`config.mk`:
```
export PLATFORM = sky130hd
export DESIGN_NAME = preemptive_priority_scheduler_unit
export DESIGN_NICKNAME = d
export VERILOG_FILES = /design/src/sv/pss_pkg.sv /design/src/sv/preemptive_priority_scheduler_unit.sv /design/src/sv/pss_task_mem.sv /design/src/sv/pss_scan_unit.sv
export SDC_FILE = /design/constraint.sdc
export NUM_CORES = 2
export LEC_CHECK = 0
export ABC_AREA = 0
export BUFFER_PORTS_ARGS = -buffer_cell sky130_fd_sc_hd__buf_2
export CAP_MARGIN = 20
export CORE_MARGIN = 2
export CORE_UTILIZATION = 40
export CTS_CLUSTER_DIAMETER = 50
export DETAILED_ROUTE_END_ITERATION = 8
export HOLD_SLACK_MARGIN = 0.12
export MAX_ROUTING_LAYER = met4
export SLEW_MARGIN = 20
export SYNTH_ARGS = -nofsm -noshare
export SYNTH_HDL_FRONTEND = slang
export SYNTH_HIERARCHICAL = 1
export SYNTH_SLANG_ARGS = --single-unit
```
`constraint.sdc`:
```
create_clock -name i_clk -period 22.4 [get_ports i_clk]
set_clock_uncertainty 0.2 [all_clocks]
set_input_delay 6.72 -clock i_clk [delete_from_list [all_inputs] [get_ports i_clk]]
set_output_delay 6.72 -clock i_clk [all_outputs]
set_load 0.01 [all_outputs]
```
`src/sv/pss_pkg.sv`:
```
`timescale 1ns / 1ps

package pss_pkg;

    // Field widths fixed by the item formats
    localparam int SLOT_W = 4;
    localparam int ARR_W  = 16;
    localparam int BUR_W  = 16;
    localparam int URG_W  = 8;
    localparam int OUT_TW = 24;
    localparam int PC_W   = 5;

    // Item action codes
    localparam logic ACT_LOAD = 1'b0;
    localparam logic ACT_TICK = 1'b1;

    typedef logic [OUT_TW-1:0] t_out_time;

    typedef struct packed {
        logic             action;
        logic [SLOT_W-1:0] slot;
        logic [ARR_W-1:0]  arrival_time;
        logic [BUR_W-1:0]  burst_time;
        logic [URG_W-1:0]  urgency;
    } t_item;

    typedef struct packed {
        logic [SLOT_W-1:0] chosen_slot;
        logic              idle;
        logic              finished;
        t_out_time         tick_time;
        t_out_time         completion_time;
        t_out_time         turnaround_time;
        t_out_time         waiting_time;
        t_out_time         response_time;
        logic              all_done;
    } t_result;

    // One task slot as held in the task memory
    typedef struct packed {
        logic [ARR_W-1:0] arrival;
        logic [BUR_W-1:0] burst;
        logic [URG_W-1:0] urgency;
        logic [BUR_W-1:0] remaining;
        t_out_time        response;
    } t_task_entry;

    // Sequencer controls for the scan unit
    typedef struct packed {
        logic clear;
        logic eval;
    } t_scan_ctrl;

endpackage

```
`src/sv/preemptive_priority_scheduler_unit.sv`:
```
`timescale 1ns / 1ps

// Preemptive priority scheduler. Pulse start with an item while busy is low:
// a load item writes one task slot, a tick item runs the most urgent ready
// task for one time unit. With n = min(process_count, MAX_TASKS), the time an
// item takes grows with n, and a new item is taken only once busy is low again;
// the time is set by the scan, which reads one task slot per cycle from the
// task memory (one write port, one registered read port) through one shared
// compare unit. Exactly one result per item appears on o_result for one cycle,
// marked by o_result_strobe; it is not held, so the receiver must take it in
// that cycle. The user must write configuration (process_count) with i_cfg_we
// only while busy is low; the block itself does not enforce this.
module preemptive_priority_scheduler_unit #(
    parameter int MAX_TASKS  = 16,
    parameter int TIME_WIDTH = 24
) (
    input  logic                      i_clk,
    input  logic                      i_rst_n,
    input  logic                      start,
    output logic                      busy,
    input  pss_pkg::t_item            i_item,
    output logic                      o_result_strobe,
    output pss_pkg::t_result          o_result,
    input  logic                      i_cfg_we,
    input  logic [pss_pkg::PC_W-1:0]  i_cfg_wdata
);
    import pss_pkg::*;

    localparam int IDX_W = $clog2(MAX_TASKS);
    localparam int CNT_W = $clog2(MAX_TASKS + 1);
    localparam int NW    = (CNT_W > PC_W) ? CNT_W : PC_W;

    typedef enum logic [4:0] {
        ST_IDLE = 5'b00001,
        ST_LOAD = 5'b00010,
        ST_SCAN = 5'b00100,
        ST_UPD  = 5'b01000,
        ST_FIN  = 5'b10000
    } t_state;

    t_state                r_state, n_state;
    t_item                 r_item, n_item;
    logic [PC_W-1:0]       r_pc, n_pc;
    logic [TIME_WIDTH-1:0] r_elapsed, n_elapsed;
    logic [CNT_W-1:0]      r_cnt, n_cnt;
    logic                  r_vld, n_vld;
    logic [IDX_W-1:0]      r_vidx, n_vidx;
    logic                  r_run, n_run;
    logic                  r_all_before, n_all_before;
    t_task_entry           r_upd, n_upd;
    logic [TIME_WIDTH-1:0] r_diff, n_diff;
    logic                  r_strobe, n_strobe;
    t_result               r_result, n_result;

    logic [CNT_W-1:0]      active_n;
    logic [NW-1:0]         pc_ext;
    logic [NW-1:0]         max_ext;
    logic [TIME_WIDTH-1:0] elapsed_inc;

    logic                  mem_we;
    logic [IDX_W-1:0]      mem_waddr;
    t_task_entry           mem_wdata;
    t_task_entry           mem_rdata;

    t_scan_ctrl            scan_ctrl;
    logic                  scan_found;
    logic [IDX_W-1:0]      scan_best_idx;
    t_task_entry           scan_best;
    logic [CNT_W-1:0]      scan_done;

    logic                  accept;
    logic                  load_ok;
    logic                  fin_now;
    logic [CNT_W-1:0]      done_after;

    // Number of slots taking part
    always_comb begin
        pc_ext   = NW'(r_pc);
        max_ext  = NW'(MAX_TASKS);
        active_n = CNT_W'((pc_ext > max_ext) ? max_ext : pc_ext);
    end

    assign elapsed_inc = (r_elapsed == '1) ? r_elapsed : (r_elapsed + 1'b1);
    assign accept      = start && (r_state == ST_IDLE);
    assign load_ok     = (32'(r_item.slot) < MAX_TASKS);

    pss_task_mem #(
        .MAX_TASKS (MAX_TASKS)
    ) u_mem (
        .i_clk   (i_clk),
        .i_we    (mem_we),
        .i_waddr (mem_waddr),
        .i_wdata (mem_wdata),
        .i_raddr (r_cnt[IDX_W-1:0]),
        .o_rdata (mem_rdata)
    );

    // Memory write: slot load, or write-back of the task that ran
    always_comb begin
        mem_we    = 1'b0;
        mem_waddr = scan_best_idx;
        mem_wdata = r_upd;
        if (r_state == ST_LOAD) begin
            mem_we    = load_ok;
            mem_waddr = IDX_W'(r_item.slot);
            mem_wdata.arrival   = r_item.arrival_time;
            mem_wdata.burst     = r_item.burst_time;
            mem_wdata.urgency   = r_item.urgency;
            mem_wdata.remaining = r_item.burst_time;
            mem_wdata.response  = '0;
        end else if (r_state == ST_FIN) begin
            mem_we = r_run;
        end
    end

    assign scan_ctrl.clear = accept;
    assign scan_ctrl.eval  = (r_state == ST_SCAN) && r_vld;

    pss_scan_unit #(
        .MAX_TASKS  (MAX_TASKS),
        .TIME_WIDTH (TIME_WIDTH)
    ) u_scan (
        .i_clk      (i_clk),
        .i_rst_n    (i_rst_n),
        .i_ctrl     (scan_ctrl),
        .i_idx      (r_vidx),
        .i_entry    (mem_rdata),
        .i_elapsed  (r_elapsed),
        .o_found    (scan_found),
        .o_best_idx (scan_best_idx),
        .o_best     (scan_best),
        .o_done_cnt (scan_done)
    );

    assign fin_now    = r_run && (r_upd.remaining == '0);
    assign done_after = scan_done + CNT_W'(fin_now);

    // Sequencer
    always_comb begin
        n_state      = r_state;
        n_item       = r_item;
        n_pc         = r_pc;
        n_elapsed    = r_elapsed;
        n_cnt        = r_cnt;
        n_vld        = 1'b0;
        n_vidx       = r_vidx;
        n_run        = r_run;
        n_all_before = r_all_before;
        n_upd        = r_upd;
        n_diff       = r_diff;
        n_strobe     = 1'b0;
        n_result     = r_result;

        if (i_cfg_we) begin
            n_pc = i_cfg_wdata;
        end

        case (r_state)
            ST_IDLE: begin
                if (start) begin
                    n_item  = i_item;
                    n_cnt   = '0;
                    n_state = (i_item.action == ACT_LOAD) ? ST_LOAD : ST_SCAN;
                end
            end
            ST_LOAD: begin
                n_state = ST_SCAN;
            end
            ST_SCAN: begin
                // Issue one read per cycle; the data is checked in the cycle after
                if (r_cnt < active_n) begin
                    n_vld  = 1'b1;
                    n_vidx = r_cnt[IDX_W-1:0];
                    n_cnt  = r_cnt + 1'b1;
                end else if (!r_vld) begin
                    n_state = ST_UPD;
                end
            end
            ST_UPD: begin
                n_all_before = (scan_done == active_n);
                n_run        = 1'b0;
                n_diff       = elapsed_inc - TIME_WIDTH'(scan_best.arrival);
                n_upd        = scan_best;
                n_upd.remaining = scan_best.remaining - 1'b1;
                if (scan_best.remaining == scan_best.burst) begin
                    n_upd.response = t_out_time'(n_diff);
                end
                if ((r_item.action == ACT_TICK) && (scan_done != active_n)) begin
                    n_elapsed = elapsed_inc;
                    n_run     = scan_found;
                end
                n_state = ST_FIN;
            end
            ST_FIN: begin
                n_result           = '0;
                n_result.tick_time = t_out_time'(r_elapsed);
                if (r_item.action == ACT_LOAD) begin
                    n_result.all_done = (scan_done == active_n);
                end else if (r_all_before) begin
                    n_result.idle     = 1'b1;
                    n_result.all_done = 1'b1;
                end else if (!r_run) begin
                    n_result.idle     = 1'b1;
                    n_result.all_done = (scan_done == active_n);
                end else begin
                    n_result.chosen_slot = SLOT_W'(scan_best_idx);
                    n_result.finished    = fin_now;
                    n_result.all_done    = (done_after == active_n);
                    if (fin_now) begin
                        n_result.completion_time = t_out_time'(r_elapsed);
                        n_result.turnaround_time = t_out_time'(r_diff);
                        n_result.response_time   = r_upd.response;
                        if (r_diff >= TIME_WIDTH'(r_upd.burst)) begin
                            n_result.waiting_time =
                                t_out_time'(r_diff - TIME_WIDTH'(r_upd.burst));
                        end
                    end
                end
                n_strobe = 1'b1;
                n_state  = ST_IDLE;
            end
            default: begin
                n_state = ST_IDLE;
            end
        endcase
    end

    // Control state
    always_ff @(posedge i_clk) begin
        if (!i_rst_n) begin
            r_state   <= ST_IDLE;
            r_pc      <= PC_W'(1);
            r_elapsed <= '0;
            r_cnt     <= '0;
            r_vld     <= 1'b0;
            r_run     <= 1'b0;
            r_strobe  <= 1'b0;
        end else begin
            r_state   <= n_state;
            r_pc      <= n_pc;
            r_elapsed <= n_elapsed;
            r_cnt     <= n_cnt;
            r_vld     <= n_vld;
            r_run     <= n_run;
            r_strobe  <= n_strobe;
        end
    end

    // Payload registers
    always_ff @(posedge i_clk) begin
        r_item       <= n_item;
        r_vidx       <= n_vidx;
        r_all_before <= n_all_before;
        r_upd        <= n_upd;
        r_diff       <= n_diff;
        r_result     <= n_result;
    end

    assign busy            = (r_state != ST_IDLE);
    assign o_result_strobe = r_strobe;
    assign o_result        = r_result;

endmodule

```
`src/sv/pss_task_mem.sv`:
```
`timescale 1ns / 1ps

module pss_task_mem #(
    parameter int MAX_TASKS = 16
) (
    input  logic                          i_clk,
    input  logic                          i_we,
    input  logic [$clog2(MAX_TASKS)-1:0]  i_waddr,
    input  pss_pkg::t_task_entry          i_wdata,
    input  logic [$clog2(MAX_TASKS)-1:0]  i_raddr,
    output pss_pkg::t_task_entry          o_rdata
);
    import pss_pkg::*;

    t_task_entry r_mem [MAX_TASKS];
    t_task_entry r_rdata;

    // Single write port
    always_ff @(posedge i_clk) begin
        if (i_we) begin
            r_mem[i_waddr] <= i_wdata;
        end
    end

    // Registered read port
    always_ff @(posedge i_clk) begin
        r_rdata <= r_mem[i_raddr];
    end

    assign o_rdata = r_rdata;

endmodule

```
`src/sv/pss_scan_unit.sv`:
```
`timescale 1ns / 1ps

module pss_scan_unit #(
    parameter int MAX_TASKS  = 16,
    parameter int TIME_WIDTH = 24
) (
    input  logic                            i_clk,
    input  logic                            i_rst_n,
    input  pss_pkg::t_scan_ctrl             i_ctrl,
    input  logic [$clog2(MAX_TASKS)-1:0]    i_idx,
    input  pss_pkg::t_task_entry            i_entry,
    input  logic [TIME_WIDTH-1:0]           i_elapsed,
    output logic                            o_found,
    output logic [$clog2(MAX_TASKS)-1:0]    o_best_idx,
    output pss_pkg::t_task_entry            o_best,
    output logic [$clog2(MAX_TASKS+1)-1:0]  o_done_cnt
);
    import pss_pkg::*;

    localparam int IDX_W = $clog2(MAX_TASKS);
    localparam int CNT_W = $clog2(MAX_TASKS + 1);

    logic             r_found, n_found;
    logic [IDX_W-1:0] r_best_idx, n_best_idx;
    t_task_entry      r_best, n_best;
    logic [CNT_W-1:0] r_done, n_done;

    logic is_done;
    logic is_ready;
    logic is_better;

    // Shared compare: one slot per cycle against the running best
    always_comb begin
        is_done   = (i_entry.remaining == '0);
        is_ready  = !is_done && (TIME_WIDTH'(i_entry.arrival) <= i_elapsed);
        is_better = !r_found
                 || (i_entry.urgency < r_best.urgency)
                 || ((i_entry.urgency == r_best.urgency)
                     && (i_entry.arrival < r_best.arrival));
    end

    always_comb begin
        n_found    = r_found;
        n_best_idx = r_best_idx;
        n_best     = r_best;
        n_done     = r_done;
        if (i_ctrl.clear) begin
            n_found = 1'b0;
            n_done  = '0;
        end else if (i_ctrl.eval) begin
            if (is_done) begin
                n_done = r_done + 1'b1;
            end else if (is_ready && is_better) begin
                n_found    = 1'b1;
                n_best_idx = i_idx;
                n_best     = i_entry;
            end
        end
    end

    always_ff @(posedge i_clk) begin
        if (!i_rst_n) begin
            r_found <= 1'b0;
            r_done  <= '0;
        end else begin
            r_found <= n_found;
            r_done  <= n_done;
        end
    end

    // Winner payload, no reset needed
    always_ff @(posedge i_clk) begin
        r_best_idx <= n_best_idx;
        r_best     <= n_best;
    end

    assign o_found    = r_found;
    assign o_best_idx = r_best_idx;
    assign o_best     = r_best;
    assign o_done_cnt = r_done;

endmodule

```
; ---- After elaboration in Yosys (flattened, before gate mapping)
; Memories as Yosys holds them, arrays and structs flattened. A register that Yosys moved wholly into a read port is not among the register bits.
; Index checks and enable logic that the tools add are counted.
[totals]
memories = 1
ram_bits = 1280
reg_bits = 413
elab_cells = 126
out_inout_bits = 129
[classes]
order_cmp = 6
addsub = 7
bitwise_logic = 7
n_mux = 25
n_eq_ne = 16
reduce_logical = 27
[mem_list]
columns = name, depth, width, read_ports, rd_ports_with_merged_regs, wr, line
row1 = u_mem.r_mem, 16, 80, 1, 1, 1, pss_task_mem.sv:15  ; t_task_entry r_mem [MAX_TASKS];
[op_table]
columns = operator, count
row1 = $mux 80, 1
row2 = $mux 24, 2
row3 = $sub 24x16->24, 2
row4 = $logic_not 16->1, 2
row5 = $mux 5, 6
row6 = $add 24x1->24 const B, 1
row7 = $eq 24x24->1 const B, 1
row8 = $ge 24x16->1, 1
row9 = $le 16x24->1, 1
row10 = $pmux 5 s4, 1
row11 = $eq 16x16->1, 1
row12 = $lt 16x16->1, 1
row13 = $sub 16x1->16 const B, 1
row14 = $mux 1, 12
row15 = $add 5x1->5 const B, 2
row16 = $eq 5x5->1, 2
row17 = $pmux 5 s2, 1
row18 = $reduce_and 2->1, 5
row19 = $reduce_and 3->1, 3
row20 = $eq 8x8->1, 1
row21 = $lt 8x8->1, 1
row22 = $logic_and 1x1->1, 7
row23 = $not 1->1, 7
row24 = $ne 2x2->1 const B, 3
row25 = other kinds (21), 23

; ---- Logic depth before layout (Yosys ltp)
[logic_depth]
ltp_word = 7
mapped_depth = 16
depth_no_buf = 15

; ---- Cells and area by module
; Netlist, hierarchy kept.
[modules_own_cells]
columns = module, area_each_um2, instances, seq_area_each_um2, cells_per_inst
row1 = pss_task_mem, 49422.4, 1, 40038.4, 2054
row2 = preemptive_priority_scheduler_unit, 15339.7, 1, 9278.9, 1323
row3 = pss_scan_unit, 3793.6, 1, 2642.5, 255

; ---- Worst setup path after synthesis
; Ideal clock, no wire load.
[synth_path]
kind = register to register
from = reg r_state[0]
to = mem u_mem/r_mem[0][0] (netlist name) (enable)
synth_period_minus_slack_ns = 10.752
setup_ns = 0.616
stages_incl_launch_ff = 7
path_slack_ns = 11.648
t_required_ns = 21.584
n_path_buf = 0
arrival_ns = 9.935
cell_sequence = dfxtp_1 nor3_1 and3b_1 nand2_1 nand2_1 or3b_2 nor3_1
[synth_between]
elab_chain_cells = 5
word_cells_on_any_way = 7
cone_classes = 2 x eq/ne / 5 x mux
[synth_rtl]
columns = item, line
row1 = "start, declared", preemptive_priority_scheduler_unit.sv:41  ; t_state r_state, n_state;
row2 = "start signal, assigned", preemptive_priority_scheduler_unit.sv:239  ; r_state <= n_state;
row3 = $eq 5x5->1, preemptive_priority_scheduler_unit.sv:111  ; end else if (r_state == ST_FIN) begin
row4 = $mux 1, preemptive_priority_scheduler_unit.sv:111
row5 = $mux 1 *, preemptive_priority_scheduler_unit.sv:103  ; if (r_state == ST_LOAD) begin
row6 = named net mem_we, preemptive_priority_scheduler_unit.sv:60  ; logic mem_we;
row7 = $mux 1 *, pss_task_mem.sv:20  ; if (i_we) begin
row8 = $mux 1 (implied by the code) *, pss_task_mem.sv:21  ; r_mem[i_waddr] <= i_wdata;
row9 = "end, declared", pss_task_mem.sv:15
; The timed path passes the listed nets; every way through them passes the cells marked *.

; ---- Worst setup path after layout
[layout_path]
from = reg r_state[4]
to = out busy
[layout_between]
elab_chain_cells = 1
[layout_rtl]
columns = item, line
row1 = $ne 5x1->1, preemptive_priority_scheduler_unit.sv:259  ; assign busy = (r_state != ST_IDLE);
row2 = "end, declared", preemptive_priority_scheduler_unit.sv:20  ; output logic busy,
; Every way passes these cells.

==> impl_metrics.tcl <==
set metrics [dict create \
    outcome "finished clean" \
    ir_drop_mv 0.0843 \
    htreeDepth 4 \
    synth_cell_types 77 \
    grt_pass1_vias 35200 \
    yosys.area.top_type "edfxtp_1" \
    critical_path_required_ps 15480 \
    cts_sinks 1773 \
    grt_max_degree 105 \
    synth_ff_type "edfxtp_1" \
    die_w_um 418 \
    row_count 151 \
    cp-end-kind "output pin" \
    power.density_nw_per_um2 89.3 \
    crit_fanout 4 \
    hold_violations 0 \
    wl_mm 175 \
    grtUsageMet1_pct 26.1 \
    portBuffers 182 \
    grtUsageMet2_pct 34.2 \
    path_clk_slew_ps 60 \
    synth_area_sq_um 68600 \
    hold_path_class "reg2reg" \
    first_pass_iters 5 \
    clock_latency_ps 850 \
    dp.cells 5962 \
    root_buffer "clkbuf_16" \
    viasPerCell 5.57 \
    synth_edf_count 1645 \
    hpwlAfterDp_mm 99.7 \
    syn2layout_area_growth_pct 14.6 \
    core_area_sq_um 170000 \
    busiest_layer "met2" \
    yosys-top-cells-area "edfxtp_1 72%, mux4_2 11%, dfxtp_1 3.7%" \
    worstMarginPinSlew_ps 1180 \
    cpLargestDelayFamily "simple AND/OR/NAND/NOR gates" \
    critPathBufInv 2 \
    die_h_um 418 \
    placed_area_sq_um 72300 \
    yosysTopAreaCellShare_pct 72.1 \
    cp_cell_sequence "nor2_1, nor4bb_1, inv_1, buf_2" \
    fin_tns_setup_ps 0 \
    slew_violations 0 \
    dieArea_sq_um 175000 \
    syn_inst 3632 \
    drt_iter0_drc 3228 \
    cp_slowest_cell "nor4bb_1" \
    rsz0062_at_grt "no" \
    max-slew-margin-rel_pct 20.9 \
    via_count 35100 \
    cts_setup_buffers 0 \
    synth_nets 3769 \
    syn_area_per_cell_sq_um 18.9 \
    drive_above_1_share_pct 22.7 \
    fin_util_pct 46.3 \
    cpPeakStageDelay_ps 640 \
    final_area_sq_um 78600 \
    track_usage_pct 20.6 \
    cts_made_buffers 183 \
    ys_warn_count 6 \
    synth_seq_cells 1773 \
    fmax_mhz 106 \
    layout.cells.non_filler 6311 \
    cts_resized 0 \
    cts_tree "done" \
    hold_buffers 0 \
    grt_overflow 0 \
    antenna_found_initial 7 \
    timing.final.crit_share_pct 41.9 \
    postSynth.asyncResetShare_pct 0 \
    io_pins 183 \
    hold_depth 0 \
    power_leakage_nw 26.0 \
    synth-seq-area-share_pct 75.8 \
    gr-usage-met3_pct 2.85 \
    cp.depth 4 \
    rr_worst_depth 14 \
    setup_viol 0 \
    gp_congestion 0.840 \
    timing.hold.ws_ps 178 \
    drc_errors 0 \
    final.min_clock_period_ps 9390 \
    maxCapViolCount 0 \
    nets 4067 \
    start_util_pct 40.4 \
    grt_pass1_wl_mm 251 \
    critPathKind "reg2out" \
    postRouteAntennaNets 0 \
    cp_data_arrival_time_ps 2470 \
    nFillCells 14200 \
    start_kind "register" \
    clock_path_buffers 3 \
    detail_route.wl_per_cell_um 27.7 \
]
report_power, final:
group / leakage, nW / internal (W) / total [W] / switching [W]
sequential: 16.1 / 0.00362 / 0.00364 / 0.0000230
clock: 2.98 / 0.00175 / 0.00308 / 0.00133
combinational: 6.95 / 0.000152 / 0.000300 / 0.000148
total: 26.0 / 0.00552 / 0.00702 / 0.00150
registers in the layout, summed over array words and instances, names as in the netlist:
signal             cells
o_result             127
o_result_strobe        1
pc_ext                 5
r_all_before           1
r_cnt                  5
r_diff                24
r_elapsed             24
r_item                45
r_run                  1
r_state                5
r_upd                 80
r_vidx                 4
r_vld                  1
u_mem/o_rdata         80
u_mem/r_mem         1280
u_scan/o_best         80
u_scan/o_best_idx      4
u_scan/o_done_cnt      5
u_scan/o_found         1
worst paths after layout:
kind	end	from	slack (ps)
worst max-delay path	busy	r_state[4]	13010
worst min-delay path	u_scan/o_best[61]	u_mem/o_rdata[61]	180
worst max register to register	r_upd[21]	r_elapsed[0]	16810
worst min register to register	u_scan/o_best[61]	u_mem/o_rdata[61]	180
logic make-up after synthesis:
family | share of synthesized area [%]
DFF | 75.8
and+or+nand+nor | 5.18
muxes | 10.8
AOI/OAI and AO/OA | 3.52
buffers and inverters | 1.59
xor gates and xnor gates | 1.57
adders and majority gates | 1.54
final cells by class:
class / instances / area, sq um / share of cell area, %
antenna: 6 / 15.0 / 0.0191
clock buffer: 227 / 4780 / 6.09
clock inverter: 115 / 1410 / 1.79
inverter: 96 / 363 / 0.462
multi-input combinational: 1610 / 15700 / 20.0
sequential: 1773 / 52000 / 66.1
tap: 2218 / 2780 / 3.53
timing repair buffer: 266 / 1590 / 2.03
Yosys cell counts, types with 37 or more instances:
master / count
a21oi_1: 37
dfxtp_1: 128
mux4_2: 320
nand2_1: 304
edfxtp_1: 1645
and2_1: 103
ha_1: 81
xnor2_1: 50
inv_1: 96
nor2_1: 121
clkbuf_1: 81
xor2_1: 71
a22oi_1: 161
o21ai_0: 37
metrics by stage:
step | worst slack, ps | total power [W]
2_1_floorplan | 11650 | 0.00395
6_report | 13010 | 0.00702
3_3_place_gp | 13110 | 0.00401
4_1_cts | 12960 | 0.00708
3_5_place_dp | 13090 | 0.00402
5_1_grt | 12840 | 0.00723
placed cells by master, fill, tap and decap left out, types with 71 or more instances in the layout:
| cell | netlist | routed |
|---|---|---|
| a22oi_1 | 161 | 161 |
| and2_1 | 103 | 102 |
| buf_2 | 27 | 182 |
| buf_4 | 5 | 81 |
| clkbuf_16 | 0 | 183 |
| dfxtp_1 | 128 | 126 |
| edfxtp_1 | 1645 | 1645 |
| ha_1 | 81 | 81 |
| inv_1 | 96 | 94 |
| mux4_2 | 320 | 320 |
| nand2_1 | 304 | 304 |
| nor2_1 | 121 | 108 |
| xor2_1 | 71 | 71 |
layer usage:
layer	vias up	wire length [um]
li1	15100	-
met2	1217	88600
met4	0	5640
met1	18600	70900
met3	246	9930
met5	-	0
No activity file was read; power rests on OpenSTA's default activity.
